[src/paired_context_submit_scheduler_defines.svh]
// ----------------------------------------------------------------------------
// paired context submit scheduler assertion macros
// immediate and next-cycle implication checks clocked on clk_i
// ----------------------------------------------------------------------------
`ifndef PAIRED_CONTEXT_SUBMIT_SCHEDULER_DEFINES_SVH
`define PAIRED_CONTEXT_SUBMIT_SCHEDULER_DEFINES_SVH

`ifndef SYNTHESIS
`define PCSS_ASSERT_IMP(lbl, ante, cons) \
  lbl: assert property (@(posedge clk_i) disable iff (!rst_ni) (ante) |-> (cons)) \
    else $error("pcss implication check failed");
`define PCSS_ASSERT_NXT(lbl, ante, cons) \
  lbl: assert property (@(posedge clk_i) disable iff (!rst_ni) (ante) |=> (cons)) \
    else $error("pcss next-cycle check failed");
`else
`define PCSS_ASSERT_IMP(lbl, ante, cons)
`define PCSS_ASSERT_NXT(lbl, ante, cons)
`endif

`endif

[src/pcss_pkg.sv]
// ----------------------------------------------------------------------------
// pcss_pkg
// shared types and constants of the paired context submit scheduler
// ----------------------------------------------------------------------------
`timescale 1ns / 1ps
`default_nettype none

package pcss_pkg;

  localparam int unsigned CtxW    = 8;
  localparam int unsigned TailW   = 17;
  localparam int unsigned TagW    = 16;
  localparam int unsigned StatusW = 16;
  localparam int unsigned CmdW    = 3;

  localparam int unsigned StActiveIdleBit    = 3;
  localparam int unsigned StElementSwitchBit = 2;

  typedef enum logic [CmdW-1:0] {
    CMD_ADD     = 3'd0,
    CMD_STATUS  = 3'd1,
    CMD_END     = 3'd2,
    CMD_QUERY   = 3'd3,
    CMD_SUSPEND = 3'd4,
    CMD_RESUME  = 3'd5,
    CMD_FLUSH   = 3'd6
  } cmd_e;

  typedef struct packed {
    logic [CtxW-1:0]  ctx;
    logic [TailW-1:0] tail;
  } pend_entry_t;

  typedef struct packed {
    logic push;
    logic pop;
    logic flush;
  } queue_ctrl_t;

  typedef struct packed {
    logic empty;
    logic full;
  } queue_stat_t;

endpackage

`default_nettype wire

[src/paired_context_submit_scheduler.sv]
// ----------------------------------------------------------------------------
// paired_context_submit_scheduler
// pending request fifo drained into a two-slot submission port
// ----------------------------------------------------------------------------
// One transaction is taken at a time. A query, suspend, flush or unused
// command goes straight to the finish state, where its result is registered.
// A command that tries to submit alternates between fetch and merge, one
// fifo entry drained per pass, until the fifo is empty, a suspend or two
// in-flight submissions hold it, or a third context stops the drain; each
// pass waits on the fifo's single registered read port, and the merge and
// tag unit handles one entry per read. The input is ready again once the
// result is registered. The result register lets the next transaction be
// taken while a result waits on m_axis_tready; a later result waits for it.
`timescale 1ns / 1ps
`default_nettype none
`include "paired_context_submit_scheduler_defines.svh"

module paired_context_submit_scheduler #(
  parameter int unsigned QUEUE_DEPTH = 16
) (
  input  wire         clk_i,
  input  wire         rst_ni,
  input  wire         s_axis_tvalid,
  output logic        s_axis_tready,
  // ctx_id, tail_ptr, event_status, event_tag, query_tag, zero fill
  input  wire  [79:0] s_axis_tdata,
  // command
  input  wire  [2:0]  s_axis_tuser,
  output logic        m_axis_tvalid,
  input  wire         m_axis_tready,
  // submit_valid, first_ctx, first_tail, first_tag, second_valid,
  // second_ctx, second_tail, second_tag, query_done, queue_full, zero fill
  output logic [87:0] m_axis_tdata
);

  localparam int unsigned CtxW  = pcss_pkg::CtxW;
  localparam int unsigned TailW = pcss_pkg::TailW;
  localparam int unsigned TagW  = pcss_pkg::TagW;
  localparam int unsigned StW   = pcss_pkg::StatusW;

  typedef enum logic [1:0] {S_IDLE, S_FETCH, S_MERGE, S_FINISH} state_e;

  state_e state_q, state_d;

  logic [TagW-1:0]  tag_q, tag_d;
  logic [TagW-1:0]  ctag_q, ctag_d;
  logic [1:0]       infl_q, infl_d;
  logic             susp_q, susp_d;
  logic             mvalid_q, mvalid_d;

  logic             used0_q, used0_d, used1_q, used1_d, slot_q, slot_d;
  logic [CtxW-1:0]  ctx0_q, ctx0_d, ctx1_q, ctx1_d;
  logic [TailW-1:0] tail0_q, tail0_d, tail1_q, tail1_d;
  logic [TagW-1:0]  stag0_q, stag0_d, stag1_q, stag1_d;
  logic             qfull_q, qfull_d, cmpl_q, cmpl_d;
  logic [87:0]      mdata_q, mdata_d;

  logic                  s_accept;
  pcss_pkg::cmd_e        cmd;
  logic [CtxW-1:0]       in_ctx;
  logic [TailW-1:0]      in_tail;
  logic [StW-1:0]        in_status;
  logic [TagW-1:0]       in_etag, in_qtag;
  pcss_pkg::queue_ctrl_t q_ctrl;
  pcss_pkg::pend_entry_t q_wr, q_rd;
  pcss_pkg::queue_stat_t q_stat;

  logic             cur_used, hit;
  logic [CtxW-1:0]  cur_ctx;
  logic [TagW-1:0]  tag_inc, fresh_tag, tag_diff;
  logic [2:0]       infl_sum;

  assign cmd       = pcss_pkg::cmd_e'(s_axis_tuser);
  assign in_ctx    = s_axis_tdata[7:0];
  assign in_tail   = s_axis_tdata[24:8];
  assign in_status = s_axis_tdata[40:25];
  assign in_etag   = s_axis_tdata[56:41];
  assign in_qtag   = s_axis_tdata[72:57];

  assign s_axis_tready = (state_q == S_IDLE);
  assign s_accept      = s_axis_tvalid && s_axis_tready;
  assign q_wr.ctx      = in_ctx;
  assign q_wr.tail     = in_tail;

  pcss_queue #(
    .QUEUE_DEPTH (QUEUE_DEPTH)
  ) u_queue (
    .clk_i      (clk_i),
    .rst_ni     (rst_ni),
    .ctrl_i     (q_ctrl),
    .wr_entry_i (q_wr),
    .rd_entry_o (q_rd),
    .stat_o     (q_stat)
  );

  // shared merge and tag unit
  always_comb begin
    cur_used  = slot_q ? used1_q : used0_q;
    cur_ctx   = slot_q ? ctx1_q : ctx0_q;
    hit       = cur_used && (cur_ctx == q_rd.ctx);
    tag_inc   = tag_q + TagW'(1);
    fresh_tag = (tag_inc == '0) ? TagW'(1) : tag_inc;
    tag_diff  = ctag_q - in_qtag;
    infl_sum  = {1'b0, infl_q} + {1'b0, used1_q, !used1_q};
  end

  always_comb begin
    state_d  = state_q;
    tag_d    = tag_q;
    ctag_d   = ctag_q;
    infl_d   = infl_q;
    susp_d   = susp_q;
    mvalid_d = mvalid_q && !m_axis_tready;
    used0_d  = used0_q;
    used1_d  = used1_q;
    slot_d   = slot_q;
    ctx0_d   = ctx0_q;
    ctx1_d   = ctx1_q;
    tail0_d  = tail0_q;
    tail1_d  = tail1_q;
    stag0_d  = stag0_q;
    stag1_d  = stag1_q;
    qfull_d  = qfull_q;
    cmpl_d   = cmpl_q;
    mdata_d  = mdata_q;
    q_ctrl   = '0;
    case (state_q)
      S_IDLE: begin
        if (s_accept) begin
          used0_d = 1'b0;
          used1_d = 1'b0;
          slot_d  = 1'b0;
          ctx0_d  = '0;
          ctx1_d  = '0;
          tail0_d = '0;
          tail1_d = '0;
          stag0_d = '0;
          stag1_d = '0;
          qfull_d = 1'b0;
          cmpl_d  = 1'b0;
          state_d = S_FINISH;
          case (cmd)
            pcss_pkg::CMD_ADD: begin
              if (q_stat.full) begin
                qfull_d = 1'b1;
              end else begin
                q_ctrl.push = 1'b1;
              end
              state_d = S_FETCH;
            end
            pcss_pkg::CMD_STATUS: begin
              if (in_status[pcss_pkg::StActiveIdleBit] ||
                  in_status[pcss_pkg::StElementSwitchBit]) begin
                ctag_d = in_etag;
                if (infl_q != '0) begin
                  infl_d = infl_q - 2'd1;
                end
              end
              state_d = S_FETCH;
            end
            pcss_pkg::CMD_END: begin
              state_d = S_FETCH;
            end
            pcss_pkg::CMD_QUERY: begin
              cmpl_d = !tag_diff[TagW-1];
            end
            pcss_pkg::CMD_SUSPEND: begin
              susp_d = 1'b1;
            end
            pcss_pkg::CMD_RESUME: begin
              susp_d  = 1'b0;
              infl_d  = '0;
              state_d = S_FETCH;
            end
            pcss_pkg::CMD_FLUSH: begin
              q_ctrl.flush = 1'b1;
            end
            default: begin
              state_d = S_FINISH;
            end
          endcase
        end
      end
      S_FETCH: begin
        if (susp_q || infl_q[1] || q_stat.empty) begin
          state_d = S_FINISH;
        end else begin
          state_d = S_MERGE;
        end
      end
      S_MERGE: begin
        if (hit) begin
          if (slot_q) begin
            tail1_d = q_rd.tail;
          end else begin
            tail0_d = q_rd.tail;
          end
          q_ctrl.pop = 1'b1;
          state_d    = S_FETCH;
        end else if (cur_used && slot_q) begin
          state_d = S_FINISH;
        end else begin
          tag_d = fresh_tag;
          if (cur_used) begin
            slot_d  = 1'b1;
            used1_d = 1'b1;
            ctx1_d  = q_rd.ctx;
            tail1_d = q_rd.tail;
            stag1_d = fresh_tag;
          end else begin
            used0_d = 1'b1;
            ctx0_d  = q_rd.ctx;
            tail0_d = q_rd.tail;
            stag0_d = fresh_tag;
          end
          q_ctrl.pop = 1'b1;
          state_d    = S_FETCH;
        end
      end
      S_FINISH: begin
        if (!mvalid_q || m_axis_tready) begin
          mvalid_d = 1'b1;
          mdata_d  = {2'b00, qfull_q, cmpl_q, stag1_q, tail1_q, ctx1_q, used1_q,
                      stag0_q, tail0_q, ctx0_q, used0_q};
          if (used0_q) begin
            infl_d = infl_sum[2] ? 2'd3 : infl_sum[1:0];
          end
          state_d = S_IDLE;
        end
      end
      default: begin
        state_d = S_IDLE;
      end
    endcase
  end

  always_ff @(posedge clk_i or negedge rst_ni) begin
    if (!rst_ni) begin
      state_q  <= S_IDLE;
      tag_q    <= '0;
      ctag_q   <= '0;
      infl_q   <= '0;
      susp_q   <= 1'b1;
      mvalid_q <= 1'b0;
      used0_q  <= 1'b0;
      used1_q  <= 1'b0;
      slot_q   <= 1'b0;
    end else begin
      state_q  <= state_d;
      tag_q    <= tag_d;
      ctag_q   <= ctag_d;
      infl_q   <= infl_d;
      susp_q   <= susp_d;
      mvalid_q <= mvalid_d;
      used0_q  <= used0_d;
      used1_q  <= used1_d;
      slot_q   <= slot_d;
    end
  end

  always_ff @(posedge clk_i) begin
    ctx0_q  <= ctx0_d;
    ctx1_q  <= ctx1_d;
    tail0_q <= tail0_d;
    tail1_q <= tail1_d;
    stag0_q <= stag0_d;
    stag1_q <= stag1_d;
    qfull_q <= qfull_d;
    cmpl_q  <= cmpl_d;
    mdata_q <= mdata_d;
  end

  assign m_axis_tvalid = mvalid_q;
  assign m_axis_tdata  = mdata_q;

  `PCSS_ASSERT_NXT(a_busy_after_accept, s_accept, !s_axis_tready)
  `PCSS_ASSERT_IMP(a_second_needs_first, m_axis_tvalid && mdata_q[42], mdata_q[0])
  `PCSS_ASSERT_IMP(a_query_no_submit, m_axis_tvalid && mdata_q[84], !mdata_q[0] && !mdata_q[85])
  `PCSS_ASSERT_IMP(a_slot1_after_slot0, used1_q, used0_q)

endmodule

`default_nettype wire

[src/pcss_queue.sv]
// ----------------------------------------------------------------------------
// pcss_queue
// pending request fifo: one write port at the tail, registered read of head
// ----------------------------------------------------------------------------
`timescale 1ns / 1ps
`default_nettype none

module pcss_queue #(
  parameter int unsigned QUEUE_DEPTH = 16
) (
  input  wire                  clk_i,
  input  wire                  rst_ni,
  input  pcss_pkg::queue_ctrl_t ctrl_i,
  input  pcss_pkg::pend_entry_t wr_entry_i,
  output pcss_pkg::pend_entry_t rd_entry_o,
  output pcss_pkg::queue_stat_t stat_o
);

  localparam int unsigned IdxW = $clog2(QUEUE_DEPTH);
  localparam int unsigned CntW = $clog2(QUEUE_DEPTH + 1);
  localparam logic [CntW-1:0] DepthCnt = CntW'(QUEUE_DEPTH);
  localparam logic [IdxW:0]   DepthSum = (IdxW + 1)'(QUEUE_DEPTH);
  localparam logic [IdxW-1:0] LastIdx  = IdxW'(QUEUE_DEPTH - 1);

  pcss_pkg::pend_entry_t mem [QUEUE_DEPTH];
  pcss_pkg::pend_entry_t rd_q;

  logic [IdxW-1:0] head_q, head_d;
  logic [CntW-1:0] count_q, count_d;
  logic [IdxW:0]   tail_sum;
  logic [IdxW-1:0] wr_idx;

  // tail index wraps modulo the depth
  always_comb begin
    tail_sum = (IdxW + 1)'(head_q) + (IdxW + 1)'(count_q);
    if (tail_sum >= DepthSum) begin
      wr_idx = IdxW'(tail_sum - DepthSum);
    end else begin
      wr_idx = tail_sum[IdxW-1:0];
    end
  end

  always_comb begin
    head_d  = head_q;
    count_d = count_q;
    if (ctrl_i.flush) begin
      count_d = '0;
    end else if (ctrl_i.push) begin
      count_d = count_q + CntW'(1);
    end else if (ctrl_i.pop) begin
      count_d = count_q - CntW'(1);
      head_d  = (head_q == LastIdx) ? '0 : head_q + IdxW'(1);
    end
  end

  always_ff @(posedge clk_i or negedge rst_ni) begin
    if (!rst_ni) begin
      head_q  <= '0;
      count_q <= '0;
    end else begin
      head_q  <= head_d;
      count_q <= count_d;
    end
  end

  always_ff @(posedge clk_i) begin
    if (ctrl_i.push && !ctrl_i.flush) begin
      mem[wr_idx] <= wr_entry_i;
    end
    rd_q <= mem[head_q];
  end

  assign rd_entry_o   = rd_q;
  assign stat_o.empty = (count_q == '0);
  assign stat_o.full  = (count_q >= DepthCnt);

endmodule

`default_nettype wire
[config.mk]
export PLATFORM = sky130hd
export DESIGN_NAME = paired_context_submit_scheduler
export DESIGN_NICKNAME = d
export VERILOG_FILES = /design/src/pcss_pkg.sv /design/src/paired_context_submit_scheduler.sv /design/src/pcss_queue.sv
export VERILOG_INCLUDE_DIRS = /design/src /design/src/src
export SDC_FILE = /design/constraint.sdc
export NUM_CORES = 1
export LEC_CHECK = 0
export BUFFER_PORTS_ARGS = -buffer_cell sky130_fd_sc_hd__buf_2
export CAP_MARGIN = 25
export CORE_UTILIZATION = 50
export DETAILED_ROUTE_END_ITERATION = 7
export GPL_ROUTABILITY_DRIVEN = 0
export GPL_TIMING_DRIVEN = 0
export MAX_ROUTING_LAYER = met4
export PLACE_DENSITY_LB_ADDON = 0.3
export SYNTH_ARGS = -nofsm -noshare
export SYNTH_HDL_FRONTEND = slang
export SYNTH_SLANG_ARGS = --single-unit
[constraint.sdc]
create_clock -name clk_i -period 16.16 [get_ports clk_i]
set_input_delay 1.616 -clock clk_i [delete_from_list [all_inputs] [get_ports clk_i]]
set_output_delay 1.616 -clock clk_i [all_outputs]
set_load 0.02 [all_outputs]
After elaboration in Yosys (flattened, before gate mapping)
Memory sizes are Yosys's and may differ from the RTL's. A register that Yosys moved wholly into a read port is not among the register bits.
Cells that the tools add are included.
- flip-flop bits (word level): 219
- bits in writable memories: 400
- bits of input ports: 87
- output and inout bits: 90
- logic and storage cells: 174
- memories kept: 1
- memory list (memory ; depth ; bits a word ; read ports ; clocked after Yosys merged registers in ; write ports ; RTL line ; RTL):
    u_queue.mem ; 16 ; 25 ; 1 ; 1 ; 1 ; pcss_queue.sv:25 ; pcss_pkg::pend_entry_t mem [QUEUE_DEPTH];
- add/sub/neg operators: 9
- order comparisons: 2
- eq/ne operators: 26
- muxes and demuxes: 77
- bitwise logic cells: 4
- reduce and logical (&&, ||, !) cells: 36
- operator list (cell ; number):
    $mux 17 ; 9
    $mux 16 ; 8
    $pmux 17 s2 ; 2
    $mux 8 ; 8
    $pmux 16 s2 ; 2
    $pmux 8 s2 ; 2
    $mux 1 ; 24
    $mux 2 ; 11
    $ne 3x3->1 const B ; 7
    $reduce_and 5->1 ; 4
    $add 16x1->16 const B ; 1
    $logic_not 16->1 ; 1
    $sub 16x16->16 ; 1
    $mux 5 ; 3
    $ne 2x2->1 const B ; 6
    $ge 5x5->1 const B ; 2
    $eq 3x3->1 const B ; 3
    $reduce_and 3->1 ; 3
    $eq 8x8->1 ; 1
    $mux 4 ; 2
    $pmux 2 s2 ; 2
    $pmux 2 s4 ; 1
    $reduce_bool 2->1 ; 4
    $reduce_and 7->1 ; 1
    other kinds (26) ; 46

Logic depth before layout (Yosys ltp)
Gate-level depths: netlist of the first run.
- word-level depth: 8
- depth in mapped cells: 10
- depth with buffers taken out: 9

Hierarchy
From an unflattened synthesis of the first run, not the netlist that was laid out.
- cell total of the unflattened synthesis: 1337
- area total of the unflattened synthesis: 24826.3 µm²
- modules (own cells, without submodules) (module ; instances ; cells an instance ; area an instance (µm²) ; sequential area each (µm²)):
    pcss_queue ; 1 ; 831 ; 16654.7 ; 12737.2
    paired_context_submit_scheduler ; 1 ; 506 ; 8171.6 ; 6107.1

Worst setup path after synthesis of the first run
OpenSTA, ideal clock, no wires.
- kind: input to register
- start: input m_axis_tready
- end: register infl_q[0]
- setup time: 95 ps
- data arrival time: 6570 ps
- setup slack: 9496 ps
- stages on the path: 5
- cell sequence: nand2b_1 > nand2_1 > nor2_1 > o221ai_1 > mux2i_1
- cells in the longest elaborated chain, start to end: 3
- RTL lines (item ; RTL line ; RTL):
    from (decl) ; paired_context_submit_scheduler.sv:30 ; input wire m_axis_tready,
    $logic_or 1x1->1 ; paired_context_submit_scheduler.sv:221 ; if (!mvalid_q || m_axis_tready) begin
    $ne 2x2->1 (no line) ; -- ;
    $reduce_and 7->1 (no line) ; -- ;
    to (signal assigned) ; paired_context_submit_scheduler.sv:252 ; infl_q <= infl_d;
    to (decl) ; paired_context_submit_scheduler.sv:47 ; logic [1:0] infl_q, infl_d;
Every way passes these cells.
A chain may end at the register's enable or synchronous reset.

Worst setup path in the final report of the first run
- start: input s_axis_tvalid
- end: memory u_queue.mem[7][15] (netlist bit), enable pin
- cells in the longest elaborated chain, start to end: 7
- elaborated cells between the ends (all ways): 9
- classes of those cells: mux: 6; reduce/logical: 3
- RTL lines (item ; RTL line ; RTL):
    from (decl) ; paired_context_submit_scheduler.sv:23 ; input wire s_axis_tvalid,
    $logic_and 1x1->1 (*) ; paired_context_submit_scheduler.sv:81 ; assign s_accept = s_axis_tvalid && s_axis_tready;
    $mux 1 ; paired_context_submit_scheduler.sv:129 ; if (s_accept) begin
    $mux 1 ; paired_context_submit_scheduler.sv:127 ; case (state_q)
    $logic_not 1->1 ; pcss_queue.sv:67 ; if (ctrl_i.push && !ctrl_i.flush) begin
    $logic_and 1x1->1 (*) ; pcss_queue.sv:67 ;
    $mux 1 (*) ; pcss_queue.sv:67 ;
    $mux 1 (not written as such) (*) ; pcss_queue.sv:68 ; mem[wr_idx] <= wr_entry_i;
    to (decl) ; pcss_queue.sv:25 ;
Every way passes the cells marked *; elsewhere a longest branch is shown, timed or not.

==> reports/qor.txt, run 1 <==
crit path max fanout: 25
critical path arrival: 4.20 ns
minimum clock period: 4.00 ns
DR DRC count: 0
P_leak: 10.3 nW
clock tree buffer depth: 3
Layout Nets: 1740
Post-synth EDFFs: 570
Post-CTS Setup Inserts: 0
CP Data Required Time: 16.36 ns
#FFs+latches synth: 644
via count: 13000
clk root buf: clkbuf_16
Max Slew Vio Count: 0
Die W: 225 µm
initial antenna violation count: 2
Setup violations, final: 0
critical path class: primary input to flop
Global Route Usage Sum: 0.214
core area: 49000 µm²
FMAX: 250 MHz
Worst-Margin Slew: 1.03 ns
Placement Rows: 81
via/cell ratio: 5.54
cts repair resizes: 0
worst hold path class: flop to flop
Post-synth ARST share: 0.0761
# hold bufs at CTS: 0
GRT overflow: 0
predominant post-synthesis flop cell: edfxtp_1
die height: 225 µm
PortBufs: 153
DP HPWL: 33300 µm
total wire length: 51500 µm
DR iter-0 viols: 991
area delta synth->final: 17.5%
most frequent cells in the layout: 570 x edfxtp_1, 167 x buf_2, 97 x mux2i_1
Pre-antenna DRT Iters: 5
WL per Instance: 21.9 µm
post-synthesis sequential area ratio: 0.760
global-route wire length before repair: 76600 µm
Synth Warn #: 0
vias in the first global route: 12900
share of layout cells above drive strength 1: 0.244
final number of hold-violating endpoints: 0
Final period util: 0.247
Post-Syn Area: 24800 µm²
Gate Count Post-Synth: 1387
clk slew on worst S/H paths: 0.06 ns
CTS HTree Levels: 3
Layout Cells excl Fill: 2346
Crit. End Element: flop
Power Dens Cells: 176 nW/µm²
clock latency on the worst-skew pair: 0.60 ns
leading cell type in the layout, fill and taps excluded: edfxtp_1
CTS tree: built
io pins: 177
Sum Neg Setup Slack: 0 ns
synthesized area per cell: 17.9 µm²
RSZ-0062 raised after global routing: false
Peak VDD IR: 0.0000987 V
Critical Path Source Type: primary input
Die ar.: 50500 µm²
Initial Util: 0.506
largest net degree at the start of global routing: 37
status: finished, final reports clean
max-cap violation count: 0
total CTS buffers: 66
antenna viol nets, final: 0
DP Cell Count: 2221
Yosys cell types: 64
TritonCTS Sinks: 644
Rel. slew slack: 0.306
clk_skew: 0.0289 ns
synth_stat cells (25+ instances only):
| library cell | count | area share |
|---|---|---|
| dfxtp_1 | 25 | 0.020 |
| dfrtp_1 | 48 | 0.048 |
| a22oi_1 | 25 | 0.0076 |
| ha_1 | 25 | 0.013 |
| xnor2_1 | 37 | 0.013 |
| nor2_1 | 47 | 0.0071 |
| mux2i_1 | 97 | 0.039 |
| nand2_1 | 68 | 0.010 |
| mux2_2 | 38 | 0.017 |
| a221oi_1 | 25 | 0.0088 |
| a21oi_1 | 41 | 0.0083 |
| clkbuf_1 | 40 | 0.0061 |
| mux4_2 | 50 | 0.045 |
| o21ai_0 | 57 | 0.012 |
| and2_1 | 30 | 0.0076 |
| edfxtp_1 | 570 | 0.69 |
per-stage QoR:
stage	hold slack (ns)	area, µm²	setup WS, ns	util	total power, mW
4_1_cts	0.416	29100	12.18	0.595	5.16
5_1_grt	0.421	29100	12.00	0.595	5.35
3_3_place_gp	0.401	26400	7.70	0.539	3.49
2_1_floorplan	0.400	24800	9.50	-	3.09
6_report	0.417	29100	12.16	0.595	5.13
3_5_place_dp	0.405	26900	11.57	0.549	3.58
routing by layer:
metal,part of all wire,vias up,routed length (µm),track usage
met2,0.49,384,25400,0.342
met4,0.022,0,1120,0.0722
met3,0.063,83,3220,0.0443
met1,0.42,6630,21800,0.274
li1,-,5902,-,-
met5,0,-,0,-
final timing paths:
path,from,to,slack (ns),depth (start not counted)
min in group asynchronous,rst_ni,ctag_q[12],0.96,1
worst min-delay path,tail0_q[6],m_axis_tdata[15],0.42,0
worst max register to register,state_q[1],u_queue.mem[7][15],12.65,7
worst max-delay path,s_axis_tvalid,u_queue.mem[7][15],12.16,7
max in group asynchronous,rst_ni,susp_q,14.61,2
worst min register to register,tail0_q[6],m_axis_tdata[15],0.42,0
flip-flops by register name (all words and copies together) (netlist names), 2 cells and up:
signal	cells
tail1_q	17
u_queue.count_q	5
stag1_q	16
tag_q	16
infl_q	2
m_axis_tdata	86
ctx0_q	8
u_queue.mem	400
u_queue.head_q	4
tail0_q	17
state_q	2
ctag_q	16
ctx1_q	8
stag0_q	16
u_queue.rd_entry_o	25
power breakdown:
group | total [mW] | switching, mW | leakage (nW) | internal (mW)
logic | 1.38 | 0.871 | 3.18 | 0.508
clock network | 1.58 | 0.631 | 1.09 | 0.951
registers | 2.17 | 0.0933 | 6.06 | 2.08
layout make-up:
type | instances | area (µm²)
antenna | 3 | 7.51
buffer | 69 | 324
clock buffer | 86 | 1790
clock inverter | 36 | 479
fill | 3578 | 19800
inverter | 22 | 82.6
multi-input combinational | 653 | 5680
sequential | 644 | 18800
tap | 664 | 831
timing repair buffer | 169 | 1090
logic make-up after synthesis:
group	after synthesis	synth area share
DFF	644	0.760
and+or+nand+nor	207	0.0418
muxes	185	0.102
AOI/OAI and AO/OA	183	0.0475
buffers and inverters	91	0.0164
xor gates and xnor gates	48	0.0170
adders and majority gates	28	0.0150
other	1	0.000151
critical path: stages:
cell and delay [ns]:
buf_2 0.13, and2_1 0.16, clkbuf_1 0.42, nand3b_1 0.44
inv_1 0.22, nand3_1 0.33, nor2_4 0.87
Note: power is estimated with default switching activity, not from simulation.
==> run 2: changes to the inputs <==
Settings changed: ABC_AREA set to 1.
Clock period 16.16 ns to 3.6 ns, I/O delays scaled along.
==> run 2 against run 1 <==
Net effect: power rose to 4.7 times the previous value; final area up 0.98%; setup slack worse by 12 ns; synthesized area down 0.35%; non-clock buffer count up 43; core utilization up 0.70 points; synthesized cell count up 32%; cell count up 20%; clock power rose to 4.4 times the previous value; sequential cell count unchanged; global-route usage up 4.3 points; first-iteration DRC count up 95%; largest cell class unchanged; largest power group unchanged.
==> reports/qor.txt, run 2 <==
Min Hold Slack: 0.0299 ns
P_leak: 10.7 nW
critical path arrival: 3.40 ns
Worst Slack Setup Final: 0.490 ns
total CTS buffers: 66
Placement Rows: 81
Comb pwr share: 0.280
DP HPWL: 40800 µm
crit path max fanout: 13
Power, Total: 24.0 mW
Initial Util: 0.506
status: finished, final reports clean
Post-CTS Setup Inserts: 0
share of layout cells above drive strength 1: 0.160
critical path class: flop to flop
most frequent cells in the layout: 570 x edfxtp_1, 297 x nand2_1, 179 x nor2_1
#FFs+latches synth: 644
DP Cell Count: 2674
CP dominant cell by count: nand3_1
leading area contributor after synthesis: edfxtp_1
Post-synth ARST share: 0.0761
Most flops, register: u_queue.mem
Die W: 224 µm
Post-synth top cells: 570 x edfxtp_1, 297 x nand2_1, 198 x nor2_1
area delta synth->final: 19.1%
Post-synth EDFFs: 570
CP max stage cell: nor2_4
top post-synthesis cells by area: edfxtp_1 69%, dfrtp_1 4.9%, nand2_1 4.5%, nor2_1 3.0%, o21ai_0 3.0%
clk root buf: clkbuf_16
Net Sw Frac: 0.343
clock network power share: 0.292
Gate Count Post-Synth: 1834
DR DRC count: 0
Pre-antenna DRT Iters: 6
Setup violations, final: 0
via/cell ratio: 5.72
io pins: 177
worst slack at placement: 0.585 ns
Final period util: 0.864
Cell Area, Placed: 27000 µm²
Peak VDD IR: 0.000470 V
critical-path cell list: nor2_2 -> nand2_2 -> inv_2 -> nand3_1 -> inv_1 -> nand3_1 -> nor2_4 -> buf_16
vias in the first global route: 15400
TritonCTS Sinks: 644
worst hold path class: primary input to flop
Power Dens Cells: 814 nW/µm²
# hold bufs at CTS: 18
post-synth top area share: 0.693
die height: 224 µm
Worst-Margin Slew: 0.933 ns
clk_skew: 0.0294 ns
clk slew on worst S/H paths: 0.06 ns
slowest cell delay on critical path: 0.70 ns
count leader, synth: edfxtp_1
post-synthesis sequential area ratio: 0.763
Crit. End Element: flop
Critical Path Source Type: flop
minimum clock period: 3.11 ns
core area: 48800 µm²
Synth Warn #: 0
Yosys cell types: 40
antenna viol nets, final: 0
sequential power share: 0.429
Hold Path Cell Cnt: 2
total wire length: 62100 µm
CP Data Required Time: 3.89 ns
WL per Instance: 22.1 µm
via count: 16100
CTS tree: built
FMAX: 322 MHz
P_int: 15.7 mW
Layout Nets: 2212
cts repair resizes: 0
Layout Cells excl Fill: 2809
max-cap violation count: 0
initial antenna violation count: 1
Global Route Usage Sum: 0.257
GRT overflow: 0
clock latency on the worst-skew pair: 0.60 ns
RSZ-0062 raised after global routing: false
clock tree buffer depth: 3
predominant post-synthesis flop cell: edfxtp_1
Final Instance Area: 29400 µm²
switching pwr: 8.21 mW
Max Slew Vio Count: 0
global-route wire length before repair: 92300 µm
DR iter-0 viols: 1937
Rel. slew slack: 0.378
Post-Syn Area: 24700 µm²
PortBufs: 153
largest net degree at the start of global routing: 37
Die ar.: 50300 µm²
CTS HTree Levels: 3
leading cell type in the layout, fill and taps excluded: edfxtp_1
synthesized area per cell: 13.5 µm²
worst-case reg-to-reg path depth: 8
final number of hold-violating endpoints: 0
max reg flops: 400
-- run 2: cell types whose count changed after synthesis, sizes merged, moves of 26 or more --
cell | before | now
a21oi | 42 | 75
and2 | 31 | 2
clkbuf | 41 | 67
inv | 22 | 97
mux2i | 97 | 0
mux4 | 50 | 0
nand2 | 69 | 300
nand3 | 11 | 78
nor2 | 47 | 202
o21ai | 58 | 167
o22ai | 0 | 28
xnor2 | 37 | 5
-- run 2: power by group through the flow --
stage	combinational, mW	sequential (mW)	clock (mW)
3_5_place_dp	6.55	10.4	0
2_1_floorplan	3.34	10.7	0
3_3_place_gp	6.01	10.4	0
4_1_cts	6.60	10.3	7.06
5_1_grt	7.24	10.4	7.32
6_report	6.70	10.3	6.99
-- run 2: cells by family (layout without fill, tap and decap cells) --
family,after synthesis,in the layout,share of synthesized area
compound gates,326,326,0.0757
flops,644,644,0.763
mux,15,15,0.00684
xor+xnor,17,17,0.00603
fa+ha+maj,28,28,0.0151
simple gates,619,619,0.103
buf+inv,184,493,0.0300
other cells,1,3,0.000152
-- run 2: worst paths after layout --
| path | start | end | slack, ns |
|---|---|---|---|
| setup reg to reg | state_q[1] | u_queue.mem[2][16] | 0.49 |
| setup / recovery | state_q[1] | u_queue.mem[2][16] | 0.49 |
| min in group asynchronous | rst_ni | ctag_q[8] | 0.33 |
| max in group asynchronous | rst_ni | susp_q | 2.63 |
| hold reg to reg | tail0_q[11] | m_axis_tdata[20] | 0.41 |
| hold / removal | s_axis_tdata[50] | ctag_q[9] | 0.03 |
-- run 2: cell type report --
class	instances	area [µm²]
Tap cell	664	831
Multi-Input combinational cell	1007	5260
Buffer	87	378
Clock buffer	76	1750
Sequential cell	644	18800
Timing Repair Buffer	194	1520
Clock inverter	39	459
Antenna cell	1	2.50
Fill cell	3725	19400
Inverter	97	364
-- run 2: stage by stage --
step            util  setup TNS, ns
6_report       0.602              0
4_1_cts        0.601              0
2_1_floorplan      -              0
5_1_grt        0.602              0
3_5_place_dp   0.553              0
3_3_place_gp   0.539        -263.50
-- run 2: layer usage --
metal  track usage  vias up  wire length, µm
li1              -     7164                -
met1         0.335     7816            24400
met2         0.397      912            29200
met3        0.0472      170             6320
met4         0.113        0             2230
met5             -        -                0
-- run 2: worst max-delay path, delay by kind of cell, from the launching register on --
kind | cells | cell delay, ns
AND/OR/NAND/NOR | 5 | 1.71
buffers and inverters | 3 | 0.65
flip-flops | 1 | 0.42
==> run 3: changes to the inputs <==
Settings changed: CORE_MARGIN set to 1.5, GPL_TIMING_DRIVEN 0 to not set.
==> run 3 against run 2 <==
Net effect: power fell by 3.9%; first-iteration DRC count fell by 26%; combinational power fell by 13%; sequential share of layout area rose by 1.1 points; wire length fell by 9.8%; fmax rose by 9.3%; register-to-register slack improved by 0.26 ns; cell count fell by 1.6%; clock skew fell by 0.0030 ns; largest power group unchanged; setup slack improved by 0.26 ns; core utilization fell by 0.98 points.
==> reports/qor.txt, run 3 (same netlist as run 2, synthesis figures left out) <==
status: finished, final reports clean
clk root buf: clkbuf_16
Worst Hold Launch: s_axis_tvalid
clock tree buffer depth: 3
Cell Area, Placed: 26500 µm²
via count: 15300
worst hold endpoint: state_q[0]
antenna viol nets, final: 0
Power Dens Cells: 796 nW/µm²
die height: 225 µm
Min Hold Slack: 0.0980 ns
Net Sw Frac: 0.326
io pins: 177
cts repair resizes: 0
clk_skew: 0.0264 ns
minimum clock period: 2.85 ns
Peak VDD IR: 0.000664 V
DP HPWL: 32500 µm
WL per Instance: 20.3 µm
crit path max fanout: 10
max-cap violation count: 0
largest net degree at the start of global routing: 203
DR DRC count: 0
Die W: 225 µm
global-route wire length before repair: 85100 µm
Hold Path Cell Cnt: 3
Post-CTS Setup Inserts: 0
Final Instance Area: 28900 µm²
worst-case reg-to-reg path depth: 8
DP Cell Count: 2615
sequential power share: 0.446
initial antenna violation count: 4
Layout Nets: 2155
Global Route Usage Sum: 0.230
PortBufs: 153
via/cell ratio: 5.54
CP max stage cell: nor2_2
clock network power share: 0.301
share of layout cells above drive strength 1: 0.170
Pre-antenna DRT Iters: 5
final number of hold-violating endpoints: 0
Layout Cells excl Fill: 2763
Setup violations, final: 0
Placement Rows: 81
Initial Util: 0.506
Max Slew Vio Count: 0
Sum Neg Setup Slack: 0 ns
critical-path cell list: nor2_2 -> nand2_2 -> inv_2 -> nand3_1 -> inv_1 -> nand3_1 -> nor2_2 -> buf_4
RSZ-0062 raised after global routing: false
critical path class: flop to flop
# hold bufs at CTS: 19
Final period util: 0.791
Crit. End Element: flop
worst hold path class: primary input to flop
CTS tree: built
GRT overflow: 0
max reg flops: 400
CTS HTree Levels: 3
CP Data Required Time: 3.91 ns
vias in the first global route: 14800
DR iter-0 viols: 1428
critical path arrival: 3.16 ns
leading cell type in the layout, fill and taps excluded: edfxtp_1
P_leak: 10.6 nW
Layout fillers: 3797
FMAX: 351 MHz
Die ar.: 50700 µm²
slowest cell delay on critical path: 0.56 ns
Reg2Reg Launch Point: state_q[1]
Worst-Margin Slew: 0.929 ns
core area: 48800 µm²
kind of cell adding the most delay to the critical path: simple AND/OR/NAND/NOR gates
Rel. slew slack: 0.380
Comb pwr share: 0.253
Most flops, register: u_queue.mem
P_int: 15.5 mW
RR Endpoint: u_queue.mem[4][0]
total CTS buffers: 67
switching pwr: 7.50 mW
clock latency on the worst-skew pair: 0.61 ns
TritonCTS Sinks: 644
Critical Path Source Type: flop
area delta synth->final: 17.1%
Bufs and invs on worst path: 3
total wire length: 56000 µm
clk slew on worst S/H paths: 0.06 ns
most frequent cells in the layout: 570 x edfxtp_1, 297 x nand2_1, 180 x nor2_1
flop-to-flop setup slack: 0.75 ns
run 3: stage by stage:
step | util | power (mW) | setup WS [ns]
2_1_floorplan | - | 14.1 | 0.623
3_5_place_dp | 0.542 | 16.2 | 0.840
5_1_grt | 0.592 | 24.2 | 0.607
6_report | 0.592 | 23.0 | 0.754
3_3_place_gp | 0.541 | 16.0 | 0.881
4_1_cts | 0.592 | 23.1 | 0.777
run 3: area by class of cell:
class | instances | area, µm² | share of cell area
Inverter | 97 | 367 | 0.0127
Clock buffer | 88 | 1890 | 0.0653
Antenna cell | 5 | 12.5 | 0.000432
Tap cell | 664 | 831 | 0.0287
Timing Repair Buffer | 223 | 1470 | 0.0507
Clock inverter | 35 | 349 | 0.0121
Sequential cell | 644 | 18800 | 0.651
Multi-Input combinational cell | 1007 | 5170 | 0.179
run 3: layer usage:
layer / wire, µm / share of wire / track usage
met3: 4290 / 0.077 / 0.0435
met2: 26400 / 0.47 / 0.352
met1: 23600 / 0.42 / 0.306
met4: 1730 / 0.031 / 0.0922
met5: 0 / 0 / -
run 3: worst max path at each step:
stage | start | to | slack [ns] | cells after the start
5_1_grt | state_q[1] | u_queue.mem[4][5] | 0.61 | 8
3_5_place_dp | state_q[1] | u_queue.mem[4][5] | 0.84 | 8
4_1_cts | state_q[1] | u_queue.mem[4][24] | 0.78 | 8
6_report | state_q[1] | u_queue.mem[4][0] | 0.75 | 8
2_1_floorplan | state_q[1] | u_queue.mem[0][0] | 0.62 | 7
3_3_place_gp | state_q[1] | u_queue.mem[4][24] | 0.88 | 8
run 3: power by group through the flow:
stage          logic [mW]  registers (mW)  clock network (mW)
6_report             5.84            10.3                6.92
5_1_grt              6.48            10.4                7.34
4_1_cts              5.79            10.3                7.05
3_5_place_dp         5.74            10.4                   0
3_3_place_gp         5.58            10.4                   0
2_1_floorplan        3.34            10.7                   0
run 3: worst min-delay path, cell delays in order:
cell	delay, ns
buf_2	0.10
nor2_1	0.06
o21ai_0	0.15
